[config.mk]
export PLATFORM = sky130hd
export DESIGN_NAME = led_link_packet_parser
export DESIGN_NICKNAME = d
export VERILOG_FILES = /design/src/hw/rtl/llpp_pkg.sv /design/src/hw/rtl/llpp_front.sv /design/src/hw/rtl/llpp_queue.sv /design/src/hw/rtl/llpp_back.sv /design/src/hw/rtl/led_link_packet_parser.sv
export VERILOG_INCLUDE_DIRS = /design/src /design/src/hw/rtl
export SDC_FILE = /design/constraint.sdc
export NUM_CORES = 1
export LEC_CHECK = 0
export ABC_AREA = 1
export BUFFER_PORTS_ARGS = -buffer_cell sky130_fd_sc_hd__clkbuf_2
export CORE_MARGIN = 3
export CORE_UTILIZATION = 45
export DETAILED_ROUTE_END_ITERATION = 6
export PLACE_DENSITY = 0.61
export SLEW_MARGIN = 40
export SYNTH_ARGS = -nofsm -noshare
export SYNTH_HDL_FRONTEND = slang
export SYNTH_SLANG_ARGS = --single-unit
[constraint.sdc]
create_clock -name i_clk -period 5.26 [get_ports i_clk]
set_input_delay 0.789 -clock i_clk [delete_from_list [all_inputs] [get_ports i_clk]]
set_output_delay 0.789 -clock i_clk [all_outputs]
set_load 0.02 [all_outputs]
[src/hw/rtl/led_link_packet_parser_macros.svh]
// Assertion macros shared by the LED link packet parser RTL.
`ifndef LED_LINK_PACKET_PARSER_MACROS_SVH
`define LED_LINK_PACKET_PARSER_MACROS_SVH

// Check a condition at every clock edge outside reset.
`define LLPP_ASSERT_ALWAYS(lbl, clk, rst_n, cond) \
    lbl: assert property (@(posedge clk) disable iff (!rst_n) (cond)) \
        else $error("llpp assertion failed");

// Check a consequence in the same cycle as its trigger.
`define LLPP_ASSERT_IMPLY(lbl, clk, rst_n, ante, cons) \
    lbl: assert property (@(posedge clk) disable iff (!rst_n) (ante) |-> (cons)) \
        else $error("llpp assertion failed");

// Check a consequence in the cycle after its trigger.
`define LLPP_ASSERT_NEXT(lbl, clk, rst_n, ante, cons) \
    lbl: assert property (@(posedge clk) disable iff (!rst_n) (ante) |=> (cons)) \
        else $error("llpp assertion failed");

`endif

[src/hw/rtl/llpp_pkg.sv]
// Types, codes and constant tables of the LED link packet parser.
package llpp_pkg;

    localparam int unsigned HDR_LEN = 6;
    localparam int unsigned QDEPTH  = 4;
    localparam int unsigned QPTR_W  = 2;
    localparam int unsigned QCNT_W  = 3;
    localparam int unsigned VER_LEN = 12;

    localparam logic [1:0] KIND_REPLY = 2'd0;
    localparam logic [1:0] KIND_PIXEL = 2'd1;
    localparam logic [1:0] KIND_EVENT = 2'd2;

    localparam logic [2:0] FT_UNLOCK  = 3'd0;
    localparam logic [2:0] FT_PROTO   = 3'd1;
    localparam logic [2:0] FT_COUNT   = 3'd2;
    localparam logic [2:0] FT_LEDDATA = 3'd3;
    localparam logic [2:0] FT_UNREC   = 3'd4;
    localparam logic [2:0] FT_RANGE   = 3'd5;

    localparam logic [1:0] KW_UNLOCK = 2'd0;
    localparam logic [1:0] KW_PROTO  = 2'd1;
    localparam logic [1:0] KW_LEDSC  = 2'd2;

    localparam logic [2:0] KW_LEN [3] = '{3'd6, 3'd5, 3'd5};

    localparam logic [7:0] CHAR_ZERO = 8'h30;
    localparam logic [7:0] CHAR_CR   = 8'h0D;
    localparam logic [7:0] CHAR_LF   = 8'h0A;

    typedef struct packed {
        logic        has_pixel;
        logic [7:0]  pix_byte;
        logic [11:0] pix_idx;
        logic        has_event;
        logic [2:0]  ev_type;
    } t_cmd;

    typedef struct packed {
        logic push;
        t_cmd cmd;
    } t_push;

    typedef struct packed {
        logic empty;
        t_cmd cmd;
    } t_qhead;

    typedef enum logic [3:0] {
        ST_IDLE,
        ST_PIXEL,
        ST_EVENT,
        ST_VER,
        ST_HUND,
        ST_TENS,
        ST_ONES,
        ST_CR,
        ST_LF
    } t_step;

    function automatic logic [7:0] kw_char(input logic [1:0] k, input logic [2:0] p);
        logic [7:0] c;
        c = 8'h00;
        case ({k, p})
            {KW_UNLOCK, 3'd0}: c = 8'h75;
            {KW_UNLOCK, 3'd1}: c = 8'h6E;
            {KW_UNLOCK, 3'd2}: c = 8'h6C;
            {KW_UNLOCK, 3'd3}: c = 8'h6F;
            {KW_UNLOCK, 3'd4}: c = 8'h63;
            {KW_UNLOCK, 3'd5}: c = 8'h6B;
            {KW_PROTO,  3'd0}: c = 8'h70;
            {KW_PROTO,  3'd1}: c = 8'h72;
            {KW_PROTO,  3'd2}: c = 8'h6F;
            {KW_PROTO,  3'd3}: c = 8'h74;
            {KW_PROTO,  3'd4}: c = 8'h6F;
            {KW_LEDSC,  3'd0}: c = 8'h6C;
            {KW_LEDSC,  3'd1}: c = 8'h65;
            {KW_LEDSC,  3'd2}: c = 8'h64;
            {KW_LEDSC,  3'd3}: c = 8'h73;
            {KW_LEDSC,  3'd4}: c = 8'h63;
            default:           c = 8'h00;
        endcase
        return c;
    endfunction

    function automatic logic [7:0] footer_byte(input logic [1:0] p);
        logic [7:0] c;
        case (p)
            2'd0:    c = 8'hFF;
            2'd1:    c = 8'hFE;
            default: c = 8'hFD;
        endcase
        return c;
    endfunction

    function automatic logic [7:0] ver_char(input logic [3:0] i);
        logic [7:0] c;
        case (i)
            4'd0:    c = 8'h53;
            4'd1:    c = 8'h49;
            4'd2:    c = 8'h4D;
            4'd3:    c = 8'h48;
            4'd4:    c = 8'h55;
            4'd5:    c = 8'h42;
            4'd6:    c = 8'h5F;
            4'd7:    c = 8'h31;
            4'd8:    c = 8'h2E;
            4'd9:    c = 8'h30;
            4'd10:   c = 8'h0D;
            4'd11:   c = 8'h0A;
            default: c = 8'h00;
        endcase
        return c;
    endfunction

endpackage

[src/hw/rtl/llpp_front.sv]
// Front end: configuration register, frame tracking and byte classification.
module llpp_front #(
    parameter int MAX_PIXELS = 64
) (
    input  logic            i_clk,
    input  logic            i_rst_n,
    input  logic            i_in_valid,
    output logic            o_in_ready,
    input  logic [7:0]      i_rx_byte,
    input  logic            i_cfg_we,
    input  logic [9:0]      i_cfg_data,
    input  logic            i_q_full,
    output llpp_pkg::t_push o_push,
    output logic [9:0]      o_pixel_count
);
    import llpp_pkg::*;

    logic [9:0]  r_pixel_count;
    logic [11:0] r_plen;
    logic [11:0] r_pos, n_pos;
    logic [2:0]  r_alive, n_alive;
    logic        r_fok, n_fok;

    logic        accept;
    logic [11:0] off;
    logic [12:0] off_w;
    logic [12:0] plen_w;
    logic [2:0]  alive;
    logic        done;
    logic [1:0]  done_k;
    logic        fok;
    logic        in_payload;
    logic        over_range;
    t_push       push;

    assign accept     = i_in_valid && !i_q_full;
    assign o_in_ready = !i_q_full;
    assign off        = r_pos - 12'(HDR_LEN);
    assign off_w      = {1'b0, off};
    assign plen_w     = {1'b0, r_plen};
    assign in_payload = off_w < plen_w;
    assign over_range = {22'd0, r_pixel_count} > 32'(MAX_PIXELS);

    always_comb begin
        alive  = r_alive;
        done   = 1'b0;
        done_k = KW_UNLOCK;
        for (int k = 0; k < 3; k++) begin
            if (r_alive[k]) begin
                if (off < {9'd0, KW_LEN[k]} && i_rx_byte == kw_char(2'(k), off[2:0])) begin
                    if (off == {9'd0, KW_LEN[k]} - 12'd1) begin
                        done   = 1'b1;
                        done_k = 2'(k);
                    end
                end else begin
                    alive[k] = 1'b0;
                end
            end
        end
    end

    always_comb begin
        fok = r_fok;
        if (in_payload) begin
            fok = r_fok;
        end else if (off_w < plen_w + 13'd3) begin
            if (r_fok && i_rx_byte != footer_byte(2'(off_w - plen_w))) begin
                fok = 1'b0;
            end
        end else begin
            fok = 1'b0;
        end
    end

    always_comb begin
        n_pos   = r_pos;
        n_alive = r_alive;
        n_fok   = r_fok;
        push    = '0;
        if (accept) begin
            if (r_pos < 12'(HDR_LEN)) begin
                n_pos = r_pos + 12'd1;
            end else if (done) begin
                push.cmd.has_event = 1'b1;
                unique case (done_k)
                    KW_UNLOCK: push.cmd.ev_type = FT_UNLOCK;
                    KW_PROTO:  push.cmd.ev_type = FT_PROTO;
                    default:   push.cmd.ev_type = over_range ? FT_RANGE : FT_COUNT;
                endcase
                n_pos   = '0;
                n_alive = 3'b111;
                n_fok   = 1'b1;
            end else begin
                push.cmd.has_pixel = in_payload;
                push.cmd.pix_byte  = i_rx_byte;
                push.cmd.pix_idx   = off;
                if (fok && off_w == plen_w + 13'd2) begin
                    push.cmd.has_event = 1'b1;
                    push.cmd.ev_type   = FT_LEDDATA;
                    n_pos   = '0;
                    n_alive = 3'b111;
                    n_fok   = 1'b1;
                end else if (alive == 3'b000 && !fok) begin
                    push.cmd.has_event = 1'b1;
                    push.cmd.ev_type   = FT_UNREC;
                    n_pos   = '0;
                    n_alive = 3'b111;
                    n_fok   = 1'b1;
                end else begin
                    n_pos   = r_pos + 12'd1;
                    n_alive = alive;
                    n_fok   = fok;
                end
            end
            push.push = push.cmd.has_pixel || push.cmd.has_event;
        end
    end

    always_ff @(posedge i_clk) begin
        if (!i_rst_n) begin
            r_pixel_count <= '0;
            r_plen        <= '0;
            r_pos         <= '0;
            r_alive       <= 3'b111;
            r_fok         <= 1'b1;
        end else begin
            if (i_cfg_we) begin
                r_pixel_count <= i_cfg_data;
                r_plen        <= {1'b0, i_cfg_data, 1'b0} + {2'b00, i_cfg_data};
            end
            r_pos   <= n_pos;
            r_alive <= n_alive;
            r_fok   <= n_fok;
        end
    end

    assign o_push        = push;
    assign o_pixel_count = r_pixel_count;

endmodule

[src/hw/rtl/llpp_queue.sv]
// Command queue between the front end and the result sequencer.
module llpp_queue (
    input  logic             i_clk,
    input  logic             i_rst_n,
    input  llpp_pkg::t_push  i_push,
    output logic             o_full,
    input  logic             i_pop,
    output llpp_pkg::t_qhead o_head
);
    import llpp_pkg::*;

    `include "led_link_packet_parser_macros.svh"

    t_cmd              r_mem [QDEPTH];
    logic [QPTR_W-1:0] r_wp;
    logic [QPTR_W-1:0] r_rp;
    logic [QCNT_W-1:0] r_cnt;
    logic              do_pop;

    assign o_full       = r_cnt == QCNT_W'(QDEPTH);
    assign o_head.empty = r_cnt == '0;
    assign o_head.cmd   = r_mem[r_rp];
    assign do_pop       = i_pop && !o_head.empty;

    always_ff @(posedge i_clk) begin
        if (i_push.push) begin
            r_mem[r_wp] <= i_push.cmd;
        end
    end

    always_ff @(posedge i_clk) begin
        if (!i_rst_n) begin
            r_wp  <= '0;
            r_rp  <= '0;
            r_cnt <= '0;
        end else begin
            if (i_push.push) begin
                r_wp <= r_wp + QPTR_W'(1);
            end
            if (do_pop) begin
                r_rp <= r_rp + QPTR_W'(1);
            end
            if (i_push.push && !do_pop) begin
                r_cnt <= r_cnt + QCNT_W'(1);
            end else if (!i_push.push && do_pop) begin
                r_cnt <= r_cnt - QCNT_W'(1);
            end
        end
    end

    `LLPP_ASSERT_ALWAYS(a_cnt_bound, i_clk, i_rst_n, r_cnt <= QCNT_W'(QDEPTH))
    `LLPP_ASSERT_ALWAYS(a_no_push_full, i_clk, i_rst_n, !(i_push.push && o_full))
    `LLPP_ASSERT_ALWAYS(a_no_pop_empty, i_clk, i_rst_n, !(i_pop && o_head.empty))
    `LLPP_ASSERT_NEXT(a_cnt_up, i_clk, i_rst_n, i_push.push && !i_pop, r_cnt == $past(r_cnt) + QCNT_W'(1))

endmodule

[src/hw/rtl/llpp_back.sv]
// Result sequencer: expands queued commands into result transactions.
module llpp_back (
    input  logic             i_clk,
    input  logic             i_rst_n,
    input  llpp_pkg::t_qhead i_head,
    output logic             o_pop,
    input  logic [9:0]       i_pixel_count,
    output logic             o_out_valid,
    input  logic             i_out_ready,
    output logic [1:0]       o_kind,
    output logic [7:0]       o_byte_value,
    output logic [11:0]      o_pixel_byte_index,
    output logic [2:0]       o_frame_type,
    output logic             o_last
);
    import llpp_pkg::*;

    `include "led_link_packet_parser_macros.svh"

    t_step       r_st, n_st;
    t_cmd        r_cmd;
    logic [3:0]  r_ver_idx;
    logic [3:0]  r_hund;
    logic [6:0]  r_rem;
    logic        r_out_valid;
    logic [1:0]  r_out_kind;
    logic [7:0]  r_out_byte;
    logic [11:0] r_out_idx;
    logic [2:0]  r_out_type;
    logic        r_out_last;

    logic        out_free;
    logic        emit;
    logic        advance;
    logic [1:0]  e_kind;
    logic [7:0]  e_byte;
    logic [11:0] e_idx;
    logic [2:0]  e_type;
    logic        e_last;
    logic [3:0]  tens;
    logic [3:0]  ones;
    logic [3:0]  hund_calc;
    logic [6:0]  rem_calc;

    assign out_free  = !r_out_valid || i_out_ready;
    assign advance   = !emit || out_free;
    assign hund_calc = 4'(({6'd0, i_pixel_count} * 16'd41) >> 12);
    assign rem_calc  = 7'(i_pixel_count - 10'({6'd0, r_hund} * 10'd100));

    always_comb begin
        tens = 4'd0;
        for (int j = 1; j < 10; j++) begin
            if (r_rem >= 7'(10 * j)) begin
                tens = 4'(j);
            end
        end
        ones = 4'(r_rem - 7'({3'd0, tens} * 7'd10));
    end

    always_comb begin
        emit   = 1'b0;
        e_kind = KIND_REPLY;
        e_byte = 8'h00;
        e_idx  = '0;
        e_type = FT_UNLOCK;
        e_last = 1'b0;
        o_pop  = 1'b0;
        unique case (r_st)
            ST_IDLE: begin
                o_pop = !i_head.empty;
            end
            ST_PIXEL: begin
                emit   = 1'b1;
                e_kind = KIND_PIXEL;
                e_byte = r_cmd.pix_byte;
                e_idx  = r_cmd.pix_idx;
                e_last = !r_cmd.has_event;
            end
            ST_EVENT: begin
                emit   = 1'b1;
                e_kind = KIND_EVENT;
                e_type = r_cmd.ev_type;
                e_last = !(r_cmd.ev_type == FT_PROTO || r_cmd.ev_type == FT_COUNT);
            end
            ST_VER: begin
                emit   = 1'b1;
                e_byte = ver_char(r_ver_idx);
                e_last = r_ver_idx == 4'(VER_LEN - 1);
            end
            ST_HUND: begin
                emit   = r_hund != 4'd0;
                e_byte = CHAR_ZERO + {4'd0, r_hund};
            end
            ST_TENS: begin
                emit   = r_hund != 4'd0 || tens != 4'd0;
                e_byte = CHAR_ZERO + {4'd0, tens};
            end
            ST_ONES: begin
                emit   = 1'b1;
                e_byte = CHAR_ZERO + {4'd0, ones};
            end
            ST_CR: begin
                emit   = 1'b1;
                e_byte = CHAR_CR;
            end
            ST_LF: begin
                emit   = 1'b1;
                e_byte = CHAR_LF;
                e_last = 1'b1;
            end
            default: begin
                emit = 1'b0;
            end
        endcase
    end

    always_comb begin
        n_st = r_st;
        unique case (r_st)
            ST_IDLE: begin
                if (!i_head.empty) begin
                    n_st = i_head.cmd.has_pixel ? ST_PIXEL : ST_EVENT;
                end
            end
            ST_PIXEL: begin
                if (advance) begin
                    n_st = r_cmd.has_event ? ST_EVENT : ST_IDLE;
                end
            end
            ST_EVENT: begin
                if (advance) begin
                    if (r_cmd.ev_type == FT_PROTO) begin
                        n_st = ST_VER;
                    end else if (r_cmd.ev_type == FT_COUNT) begin
                        n_st = ST_HUND;
                    end else begin
                        n_st = ST_IDLE;
                    end
                end
            end
            ST_VER: begin
                if (advance && r_ver_idx == 4'(VER_LEN - 1)) begin
                    n_st = ST_IDLE;
                end
            end
            ST_HUND: if (advance) n_st = ST_TENS;
            ST_TENS: if (advance) n_st = ST_ONES;
            ST_ONES: if (advance) n_st = ST_CR;
            ST_CR:   if (advance) n_st = ST_LF;
            ST_LF:   if (advance) n_st = ST_IDLE;
            default: n_st = ST_IDLE;
        endcase
    end

    always_ff @(posedge i_clk) begin
        if (!i_rst_n) begin
            r_st        <= ST_IDLE;
            r_out_valid <= 1'b0;
        end else begin
            r_st <= n_st;
            if (emit && out_free) begin
                r_out_valid <= 1'b1;
            end else if (i_out_ready) begin
                r_out_valid <= 1'b0;
            end
        end
    end

    always_ff @(posedge i_clk) begin
        if (o_pop) begin
            r_cmd     <= i_head.cmd;
            r_ver_idx <= '0;
            r_hund    <= hund_calc;
        end
        if (r_st == ST_VER && advance) begin
            r_ver_idx <= r_ver_idx + 4'd1;
        end
        if (r_st == ST_HUND && advance) begin
            r_rem <= rem_calc;
        end
        if (emit && out_free) begin
            r_out_kind <= e_kind;
            r_out_byte <= e_byte;
            r_out_idx  <= e_idx;
            r_out_type <= e_type;
            r_out_last <= e_last;
        end
    end

    assign o_out_valid        = r_out_valid;
    assign o_kind             = r_out_kind;
    assign o_byte_value       = r_out_byte;
    assign o_pixel_byte_index = r_out_idx;
    assign o_frame_type       = r_out_type;
    assign o_last             = r_out_last;

    `LLPP_ASSERT_IMPLY(a_tail_pending, i_clk, i_rst_n, r_out_valid && !r_out_last, r_st != ST_IDLE)
    `LLPP_ASSERT_IMPLY(a_pixel_type, i_clk, i_rst_n, r_out_valid && r_out_kind == KIND_PIXEL, r_out_type == FT_UNLOCK)
    `LLPP_ASSERT_NEXT(a_out_hold, i_clk, i_rst_n, r_out_valid && !i_out_ready, r_out_valid && $stable(r_out_byte) && $stable(r_out_kind))

endmodule

[src/hw/rtl/led_link_packet_parser.sv]
// LED link packet parser top level.
//
// Input channel: i_in_valid / o_in_ready carry one received byte (i_rx_byte)
// per transaction. Output channel: o_out_valid / i_out_ready carry one result
// per transaction (o_kind, o_byte_value, o_pixel_byte_index, o_frame_type,
// o_last); o_last marks the final result caused by one input byte.
// Configuration: i_cfg_we writes i_cfg_data into the pixel count register.
// Each input byte is classified combinationally by the front end and, if it
// causes results, turned into one command for a four-entry queue. The
// sequencer emits one result per cycle while the receiver does not stall;
// each command is first loaded in its idle state, and a count reply always
// steps through all three digit positions. Commands pass the queue and the
// sequencer command register; results leave via an output register. One byte
// per cycle enters the queue while not full; a version reply is 13 results.
// Reset clears the pixel count to zero and starts a new frame.
// When the receiver stalls, the current result holds; the queue then fills
// and o_in_ready drops until the sequencer drains an entry.
module led_link_packet_parser #(
    parameter int MAX_PIXELS = 64
) (
    input  logic        i_clk,
    input  logic        i_rst_n,
    input  logic        i_in_valid,
    output logic        o_in_ready,
    input  logic [7:0]  i_rx_byte,
    input  logic        i_cfg_we,
    input  logic [9:0]  i_cfg_data,
    output logic        o_out_valid,
    input  logic        i_out_ready,
    output logic [1:0]  o_kind,
    output logic [7:0]  o_byte_value,
    output logic [11:0] o_pixel_byte_index,
    output logic [2:0]  o_frame_type,
    output logic        o_last
);
    import llpp_pkg::*;

    t_push      push;
    t_qhead     head;
    logic       q_full;
    logic       pop;
    logic [9:0] pixel_count;

    llpp_front #(
        .MAX_PIXELS(MAX_PIXELS)
    ) u_front (
        .i_clk        (i_clk),
        .i_rst_n      (i_rst_n),
        .i_in_valid   (i_in_valid),
        .o_in_ready   (o_in_ready),
        .i_rx_byte    (i_rx_byte),
        .i_cfg_we     (i_cfg_we),
        .i_cfg_data   (i_cfg_data),
        .i_q_full     (q_full),
        .o_push       (push),
        .o_pixel_count(pixel_count)
    );

    llpp_queue u_queue (
        .i_clk  (i_clk),
        .i_rst_n(i_rst_n),
        .i_push (push),
        .o_full (q_full),
        .i_pop  (pop),
        .o_head (head)
    );

    llpp_back u_back (
        .i_clk             (i_clk),
        .i_rst_n           (i_rst_n),
        .i_head            (head),
        .o_pop             (pop),
        .i_pixel_count     (pixel_count),
        .o_out_valid       (o_out_valid),
        .i_out_ready       (i_out_ready),
        .o_kind            (o_kind),
        .o_byte_value      (o_byte_value),
        .o_pixel_byte_index(o_pixel_byte_index),
        .o_frame_type      (o_frame_type),
        .o_last            (o_last)
    );

endmodule

==> results of run 1 <==
==> cell type report <==
class                      count  area share [%]
clock inverter                15            1.08
inverter                     191            5.12
sequential                   223            43.7
clock buffer                  28            4.55
multi-input combinational    937            39.9
timing repair buffer          61            2.38
tap                          372            3.32
==> kinds of logic after synthesis <==
logic type                 Yosys count  synth area share [%]
xor gates and xnor gates            53                  3.70
buffers and inverters              222                  6.84
adders and majority gates          103                  10.8
DFF                                223                  48.8
AOI/OAI and AO/OA                  241                  10.9
and+or+nand+nor                    540                  19.0
==> state kept, by name, summed over array words and instances, names as in the netlist, 7 cells and up, named ones only <==
signal                     flops
u_queue.r_mem                100
u_back.r_cmd                  24
u_back.o_pixel_byte_index     12
u_front.r_plen                12
u_front.r_pos                 12
u_front.o_pixel_count          9
u_back.o_byte_value            8
u_back.r_rem                   7
==> Yosys cell counts (3+ instances only) <==
cell type and count:
o2111ai_1 3, nor2_4 5, xnor2_1 10, a221oi_1 4, nand4_1 9, nor2_2 17
clkbuf_1 25, xor2_1 43, o22ai_1 25, a21oi_1 63, o211ai_1 3, inv_2 9
a211oi_1 5, dfxtp_1 58, edfxtp_1 165, nand3_1 49, nor2_1 190, o21ai_0 110
inv_1 181, ha_1 94, a31oi_1 5, nand2_1 219, nor3_2 3, nor3_1 19
nand2_2 12, o21bai_1 3, o31ai_1 4, o21ai_1 4, nand2_4 6, buf_2 3
fa_1 9, nand3_2 3
==> critical path: stages, from the launching register on <==
cell      delay, ns
dfxtp_1        0.55
ha_1           0.28
inv_1          0.12
nand2_2        0.12
nor2_1         0.06
nand2_1        0.05
nand2_1        0.13
ha_1           0.32
a21oi_1        0.13
nor3_1         0.06
a211oi_1       0.19
nand3_1        0.16
nand2_1        0.12
nand3_1        0.15
nand3_4        0.14
nand2_4        0.08
inv_2          0.14
nor2_4         0.06
inv_1          0.07
ha_1           0.15
inv_1          0.06
fa_1           0.37
a21oi_1        0.14
o21ai_0        0.11
o21ai_0        0.15
a21oi_1        0.05
==> metal layers <==
metal / vias to the layer above / GRT usage [%]
met2: 179 / 30.8
met1: 4335 / 26.3
li1: 4735 / -
met4: 0 / 3.85
met5: - / 0
met3: 32 / 2.50
==> stage by stage <==
| step | instances | power, µW |
|---|---|---|
| after floorplan | 1382 | 3790 |
| after global routing | 1827 | 6360 |
| final | 1827 | 5950 |
| after detailed placement | 1784 | 4310 |
| after CTS | 1827 | 6020 |
| after global placement | 1784 | 4280 |
==> worst paths after layout <==
path	from	end	slack [ns]
hold / removal	u_queue.r_rp[1]	u_queue.r_rp[1]	0.47
hold reg to reg	u_queue.r_rp[1]	u_queue.r_rp[1]	0.47
setup / recovery	u_front.r_pos[1]	u_queue.r_cnt[2]	1.16
setup reg to reg	u_front.r_pos[1]	u_queue.r_cnt[2]	1.16
==> report_power, final <==
group	internal, µW	switching, µW
clock	1010	674
combinational	580	1210
sequential	2320	156
total	3910	2040
==> results_dict.tcl, run 1 <==
set metrics [dict create \
    outcome "finished, final reports clean" \
    die-width_um 173 \
    syn_nets 1508 \
    skew_ns 0.0119 \
    ys_top_cells_by_area "edfxtp_1 (40%), ha_1 (9.4%), dfxtp_1 (9.3%), nand2_1 (6.6%), nor2_1 (5.7%)" \
    utilization_pct 51.6 \
    top_layer_used "met4" \
    synth.distinct_cells 52 \
    syn_area_um2 12500 \
    gr-total-overflow 0 \
    fin_crit_ns 4.10 \
    post_cts_resize_count 0 \
    vias 9281 \
    setup_viol 0 \
    clockBufferDepth 3 \
    dp_hpwl_um 20300 \
    area_delta_synth_final_pct 11.7 \
    end_kind "register" \
    synth_seq_cells 223 \
    min_path_type "reg -> reg" \
    async_reset_ff_share_pct 0 \
    antenna_found_initial 0 \
    post-place-ws_ns 1.26 \
    io_buffers 50 \
    synth_ff_type "edfxtp_1" \
    r2r_cells 25 \
    synth_cells 1382 \
    cts_tree "built" \
    clk_pin_slew_worst_paths_ns 0.06 \
    final_cell_mix "nand2_1 (218), nor2_1 (182), inv_1 (180), edfxtp_1 (165), o21ai_0 (110)" \
    ir_drop_v 0.000226 \
    setup.worst_path.start_class "register" \
    fin_crit_sh_pct 78.0 \
    rsz0062_at_grt "no" \
    required_ns 5.65 \
    wl_um 27900 \
    synth_edf_count 165 \
    max-cap-violations 0 \
    grt_pass1_vias 8954 \
    numCtsBuffers 25 \
    antenna_left 0 \
    gp_congestion 0.932 \
    power_density_nw_per_um2 425 \
    hold_depth 2 \
    nNetsFinal 1565 \
    avgSynthCellArea_um2 9.08 \
    die-height_um 173 \
    design_area_um2 14000 \
    wl_met3_um 1160 \
    fin_tns_setup_ns 0 \
    max_freq_mhz 244 \
    crit_type "reg -> reg" \
    avgViaCountPerCell 5.08 \
    core-area_um2 27200 \
    max-slew-margin-rel_pct 50.5 \
    clkSinkCount 223 \
    power.leakage_uw 0.00598 \
    ioPinCount 51 \
    cts_setup_buffers 0 \
    clk_latency_ns 0.51 \
    cp_max_fo 11 \
    layout-drive-gt1-share_pct 11.7 \
    fillers 2558 \
    seqCellArea_um2 6120 \
    first_iter_violations 567 \
    drc 0 \
    synth_top_cell_by_area "edfxtp_1" \
    worst_pin_slew_ns 0.737 \
    std_cell_rows 60 \
    worst_slack_ns 1.16 \
    routedLengthMet1_um 13300 \
    dr.pass1.iters 5 \
    htreeDepth 1 \
    finalHoldViolations 0 \
    grt_usage_pct 18.6 \
    hold_slack_ns 0.465 \
    hold_buffers 0 \
    multi_input_area_um2 5590 \
    grt_pass1_wl_um 45900 \
    die_area_um2 29900 \
    synth_top_area_share_pct 39.5 \
    wl_met2_um 13000 \
    yosysWarningCount 0 \
    start_util_pct 46.2 \
    num_antenna_cells 0 \
    root_buffer "clkbuf_16" \
    slew_viol_final 0 \
    grt_max_degree 52 \
    cp_data_arrival_time_ns 4.50 \
    placed_area_um2 13200 \
    yosysSeqAreaShare_pct 48.8 \
    layout.cells.most_common "nand2_1" \
    wl_per_cell_um 15.3 \
]
Power figures use the tool's default switching activity.
==> inputs of run 2 (changes only) <==
--- a/config.mk
+++ b/config.mk
@@ -11,7 +11,7 @@
 export CORE_MARGIN = 3
 export CORE_UTILIZATION = 45
 export DETAILED_ROUTE_END_ITERATION = 6
-export PLACE_DENSITY = 0.61
+export PLACE_DENSITY = 0.64
 export SLEW_MARGIN = 40
 export SYNTH_ARGS = -nofsm -noshare
 export SYNTH_HDL_FRONTEND = slang
==> constraint.sdc (replaced) <==
create_clock -name i_clk -period 3.5 [get_ports i_clk]
set_input_delay 0.525 -clock i_clk [delete_from_list [all_inputs] [get_ports i_clk]]
set_output_delay 0.525 -clock i_clk [all_outputs]
set_load 0.02 [all_outputs]
==> run 2 against run 1 <==
Fmax is 19% higher. Wire length up 3.5%. Die area unchanged.
==> results_dict.tcl, run 2 (synthesized netlist as in run 1, its figures left out) <==
set metrics [dict create \
    outcome "finished, final reports clean" \
    die-height_um 173 \
    std_cell_rows 60 \
    layout.cells.most_common "nand2_1" \
    cp_data_arrival_time_ns 3.84 \
    cp_max_fo 6 \
    required_ns 3.91 \
    fin_crit_sh_pct 98.1 \
    cts_tree "built" \
    power_frac_comb_pct 31.6 \
    worst_slack_ns 0.0670 \
    gp_congestion 0.916 \
    grt_max_degree 51 \
    avgViaCountPerCell 5.07 \
    core-area_um2 27200 \
    slowest_delay_ns 0.42 \
    post-place-ws_ns -0.123 \
    intPower_uw 5880 \
    path_delay_family "simple AND/OR/NAND/NOR gates" \
    max-cap-violations 0 \
    num_antenna_cells 0 \
    grt_pass1_vias 9332 \
    drc 0 \
    max-slew-margin-rel_pct 51.8 \
    clkSinkCount 223 \
    skew_ns 0.0109 \
    layout-drive-gt1-share_pct 20.6 \
    antenna_left 0 \
    power_uw 9030 \
    nNetsFinal 1644 \
    final_cells 1908 \
    setup.worst_path.start_class "register" \
    grtUsageMet2_pct 31.9 \
    critPathSlowestCell "fa_2" \
    dr.pass1.iters 5 \
    root_buffer "clkbuf_16" \
    power_density_nw_per_um2 602 \
    cp.buffers_inverters 3 \
    power.share.switching_pct 34.9 \
    final_cell_mix "nand2_1 (207), nor2_1 (172), inv_1 (171), edfxtp_1 (165), o21ai_0 (106)" \
    use_met1_pct 26.4 \
    vias 9665 \
    htreeDepth 1 \
    clockBufferDepth 3 \
    die_area_um2 29900 \
    antenna_found_initial 0 \
    clk_latency_ns 0.52 \
    fin_crit_ns 3.43 \
    wl_um 28800 \
    hold_buffers 0 \
    largest_reg_flops 100 \
    clk_pin_slew_worst_paths_ns 0.06 \
    area_delta_synth_final_pct 19.7 \
    io_buffers 50 \
    pwr-share-clk_pct 27.5 \
    grt_pass1_wl_um 47400 \
    finalHoldViolations 0 \
    start_util_pct 46.2 \
    ir_drop_v 0.000352 \
    ioPinCount 51 \
    slew_viol_final 0 \
    pwr-share-seq_pct 40.9 \
    max_freq_mhz 291 \
    min_path_type "in -> reg" \
    largest-register "u_queue.r_mem" \
    setup_viol 0 \
    met3_usage_pct 2.81 \
    worst_pin_slew_ns 0.721 \
    dp_hpwl_um 20900 \
    numCtsBuffers 25 \
    busiest_layer "met2" \
    grt_usage_pct 19.1 \
    switching_power_uw 3150 \
    crit_type "reg -> reg" \
    placedCellCount 1856 \
    rsz0062_at_grt "yes" \
    gr-total-overflow 0 \
    first_iter_violations 759 \
    power.leakage_uw 0.00642 \
    top_regs "u_queue.r_mem: 100 flops, u_back.r_cmd: 24 flops" \
    end_kind "register" \
    die-width_um 173 \
    wl_per_cell_um 15.1 \
]
## run 2: stage by stage
step                      hold WS, ns  setup TNS, ns  cell area [µm²]  utilization [%]
after detailed placement        0.464         -0.123            13800             50.8
after global routing            0.287         -0.333            15000             55.2
final                           0.273              0            15000             55.2
after floorplan                 0.436         -35.44            12500                -
after CTS                       0.258              0            14600             53.8
after global placement          0.457        -0.0776            13800             50.8
## run 2: power groups by stage
stage | Sequential, µW | Combinational (µW) | Clock, µW
CTS | 3700 | 2820 | 2540
detailed placement | 3750 | 2800 | 0
global placement | 3740 | 2750 | 0
floorplan | 3930 | 1760 | 0
finish | 3700 | 2850 | 2480
global route | 3750 | 3230 | 2650
## run 2: tightest hold or removal path, cell delays in order
cell and delay [ns]:
clkbuf_2 0.10, nor2_1 0.05, nor2_1 0.08
## run 2: cell type report
type | instances | area (µm²)
clock buffer | 32 | 672
clock inverter | 13 | 106
fill | 2444 | 12200
inverter | 191 | 732
multi-input combinational | 937 | 5910
sequential | 223 | 6140
tap | 372 | 465
timing repair buffer | 140 | 991
## run 2: timing repair
action | in CTS | in global routing
gates resized for setup | 10 | 92
buffers inserted | 2 | 5
endpoints found under the setup margin | 1 | 70
pin swaps | 2 | 40
## run 2: worst paths after layout
check / from / to / slack, ns / cells after the start
hold / removal: i_cfg_data[5] / u_front.o_pixel_count[5] / 0.27 / 3
setup / recovery: u_front.r_plen[2] / u_queue.r_cnt[1] / 0.07 / 26
setup reg to reg: u_front.r_plen[2] / u_queue.r_cnt[1] / 0.07 / 26
hold reg to reg: u_queue.r_rp[1] / u_queue.r_rp[1] / 0.47 / 2
## run 2: layer usage
metal,vias to the layer above,wire [µm]
li1,4910,-
met1,4491,13200
met2,216,13300
met3,48,1480
met4,0,764
met5,-,0
==> inputs of run 3 (changes only) <==
--- a/config.mk
+++ b/config.mk
@@ -8,6 +8,7 @@
 export LEC_CHECK = 0
 export ABC_AREA = 1
 export BUFFER_PORTS_ARGS = -buffer_cell sky130_fd_sc_hd__clkbuf_2
+export CORE_ASPECT_RATIO = 1.1
 export CORE_MARGIN = 3
 export CORE_UTILIZATION = 45
 export DETAILED_ROUTE_END_ITERATION = 6
==> run 3 against run 2 <==
Non-clock buffer count rose by 5. Count of clock-buffer cells in the layout fell by 6. Critical path type unchanged. Design area about the same. Global-route usage decreased by 0.17 points. Sequential share of layout area shrank 0.072 points. First-iteration DRC count decreased by 23%. Utilization is essentially flat. Power is 0.40% lower. Wire length rose by 0.52%.
==> results_dict.tcl, run 3 (synthesized netlist as in run 1, its figures left out) <==
set metrics [dict create \
    outcome "finished, final reports clean" \
    grt_pass1_vias 9156 \
    utilization_pct 55.2 \
    cp_data_arrival_time_ns 3.80 \
    power_density_nw_per_um2 599 \
    switching_power_uw 3160 \
    busiest_layer "met2" \
    num_antenna_cells 0 \
    area_delta_synth_final_pct 19.8 \
    grt_pass1_wl_um 45900 \
    hold_slack_ns 0.294 \
    ir_drop_v 0.000341 \
    post-place-ws_ns -0.114 \
    setup.worst_path.start_class "register" \
    top_regs "u_queue.r_mem: 100 flops, u_back.r_cmd: 24 flops" \
    htreeDepth 1 \
    grt_usage_pct 19.0 \
    ff2ff_setup_slack_ns 0.10 \
    root_buffer "clkbuf_16" \
    dp_hpwl_um 21000 \
    die-width_um 165 \
    max-cap-violations 0 \
    intPower_uw 5840 \
    skew_ns 0.0226 \
    grt_max_degree 51 \
    worst_pin_slew_ns 0.696 \
    die_area_um2 29900 \
    pwr-share-clk_pct 26.6 \
    rsz0062_at_grt "yes" \
    ioPinCount 51 \
    hold_buffers 0 \
    cp_max_fo 6 \
    numCtsBuffers 24 \
    met3_usage_pct 2.34 \
    first_iter_violations 585 \
    worst_slack_ns 0.103 \
    start_util_pct 46.1 \
    clk_pin_slew_worst_paths_ns 0.06 \
    power.leakage_uw 0.00646 \
    clkSinkCount 223 \
    finalHoldViolations 0 \
    nNetsFinal 1648 \
    std_cell_rows 63 \
    reg2reg_from "u_front.r_pos[1]" \
    required_ns 3.90 \
    max_freq_mhz 294 \
    crit_type "reg -> reg" \
    fin_crit_sh_pct 97.1 \
    final_cell_mix "nand2_1 (206), inv_1 (170), nor2_1 (169), edfxtp_1 (165), o21ai_0 (107)" \
    antenna_found_initial 0 \
    antenna_left 0 \
    pwr-share-seq_pct 41.2 \
    avgViaCountPerCell 5.08 \
    wl_per_cell_um 15.3 \
    layout.cells.most_common "nand2_1" \
    clockBufferDepth 3 \
    largest-register "u_queue.r_mem" \
    r2r_cells 23 \
    io_buffers 50 \
    gp_congestion 0.940 \
    largest_reg_flops 100 \
    crit_end "u_queue.r_cnt[1]" \
    grtUsageMet2_pct 32.4 \
    setup_viol 0 \
    gr-total-overflow 0 \
    fillers 2465 \
    fin_crit_ns 3.40 \
    die-height_um 181 \
    dr.pass1.iters 5 \
    use_met1_pct 25.5 \
    slew_viol_final 0 \
    min_path_type "in -> reg" \
    vias 9638 \
    clk_latency_ns 0.52 \
    power.share.switching_pct 35.1 \
    max-slew-margin-rel_pct 53.6 \
    regToRegEndpoint "u_queue.r_cnt[1]" \
    layout-drive-gt1-share_pct 20.7 \
    cts_tree "built" \
    end_kind "register" \
    drc 0 \
    core-area_um2 27200 \
    setup.worst_path.start "u_front.r_pos[1]" \
    wl_um 29000 \
    power_frac_comb_pct 32.2 \
]
run 3: changes by cell type in the layout (fill, tap and decap cells not counted), sizes merged:
cell,change
clkinvlp,-3
inv,+3
clkbuf,-6
buf,+5
clkinv,+4
run 3: area by class of cell:
cell class | instances | area (µm²) | area share [%]
sequential | 223 | 6130 | 40.8
timing repair buffer | 145 | 1040 | 6.91
multi-input combinational | 937 | 5930 | 39.5
clock inverter | 17 | 118 | 0.783
inverter | 191 | 732 | 4.87
clock buffer | 26 | 629 | 4.19
tap | 357 | 447 | 2.97
run 3: metrics by stage:
| step | instance area [µm²] | total power (µW) | instances | TNS, ns |
|---|---|---|---|---|
| 6_report | 15000 | 9000 | 1896 | 0 |
| 5_1_grt | 15000 | 9560 | 1896 | -0.220 |
| 4_1_cts | 14600 | 9010 | 1888 | 0 |
| 3_5_place_dp | 13800 | 6590 | 1845 | -0.136 |
| 3_3_place_gp | 13800 | 6520 | 1845 | -0.0480 |
| 2_1_floorplan | 12500 | 5690 | 1382 | -35.44 |
run 3: how the worst min path moves through the flow:
stage / start / end / cells after the start
floorplan: u_queue.r_rp[1] / register / 2
global placement: u_queue.r_rp[1] / register / 2
detailed placement: u_queue.r_rp[1] / register / 2
CTS: i_cfg_data[5] / u_front.o_pixel_count[5] / 3
global route: i_cfg_data[4] / u_front.o_pixel_count[4] / 3
finish: i_cfg_data[5] / u_front.o_pixel_count[5] / 3
run 3: critical path, stage by stage (launching register included):
cell and delay [ns]:
dfxtp_4 0.36, ha_4 0.18, inv_4 0.07, nand2_2 0.09
o21ai_1 0.14, nand2_1 0.08, ha_1 0.32, a21oi_2 0.17
nor3_2 0.05, a211oi_2 0.22, nand3_2 0.12, nand2_4 0.10
nand2_4 0.06, nand2_4 0.08, nand3_4 0.09, nand2_4 0.09
inv_4 0.04, nor2_4 0.09, inv_2 0.05, ha_4 0.15
inv_2 0.06, fa_2 0.43, o21ai_0 0.16, nor2_1 0.05
run 3: power by group through the flow:
stage	clock network [µW]	registers, µW	logic (µW)
after floorplan	0	3930	1760
after global placement	0	3740	2770
after detailed placement	0	3760	2830
after CTS	2450	3700	2860
after global routing	2540	3760	3260
final	2400	3700	2900
run 3: layer usage:
layer	up-vias	wire (µm)
met5	-	0
met4	0	619
met3	42	1230
met2	190	14100
met1	4490	13100
li1	4916	-
run 3: repair_timing:
action,4_1_cts,5_1_grt
buffers inserted,0,8
resized for setup,10,94
endpoints found under the setup margin,2,3
pin swaps,3,43
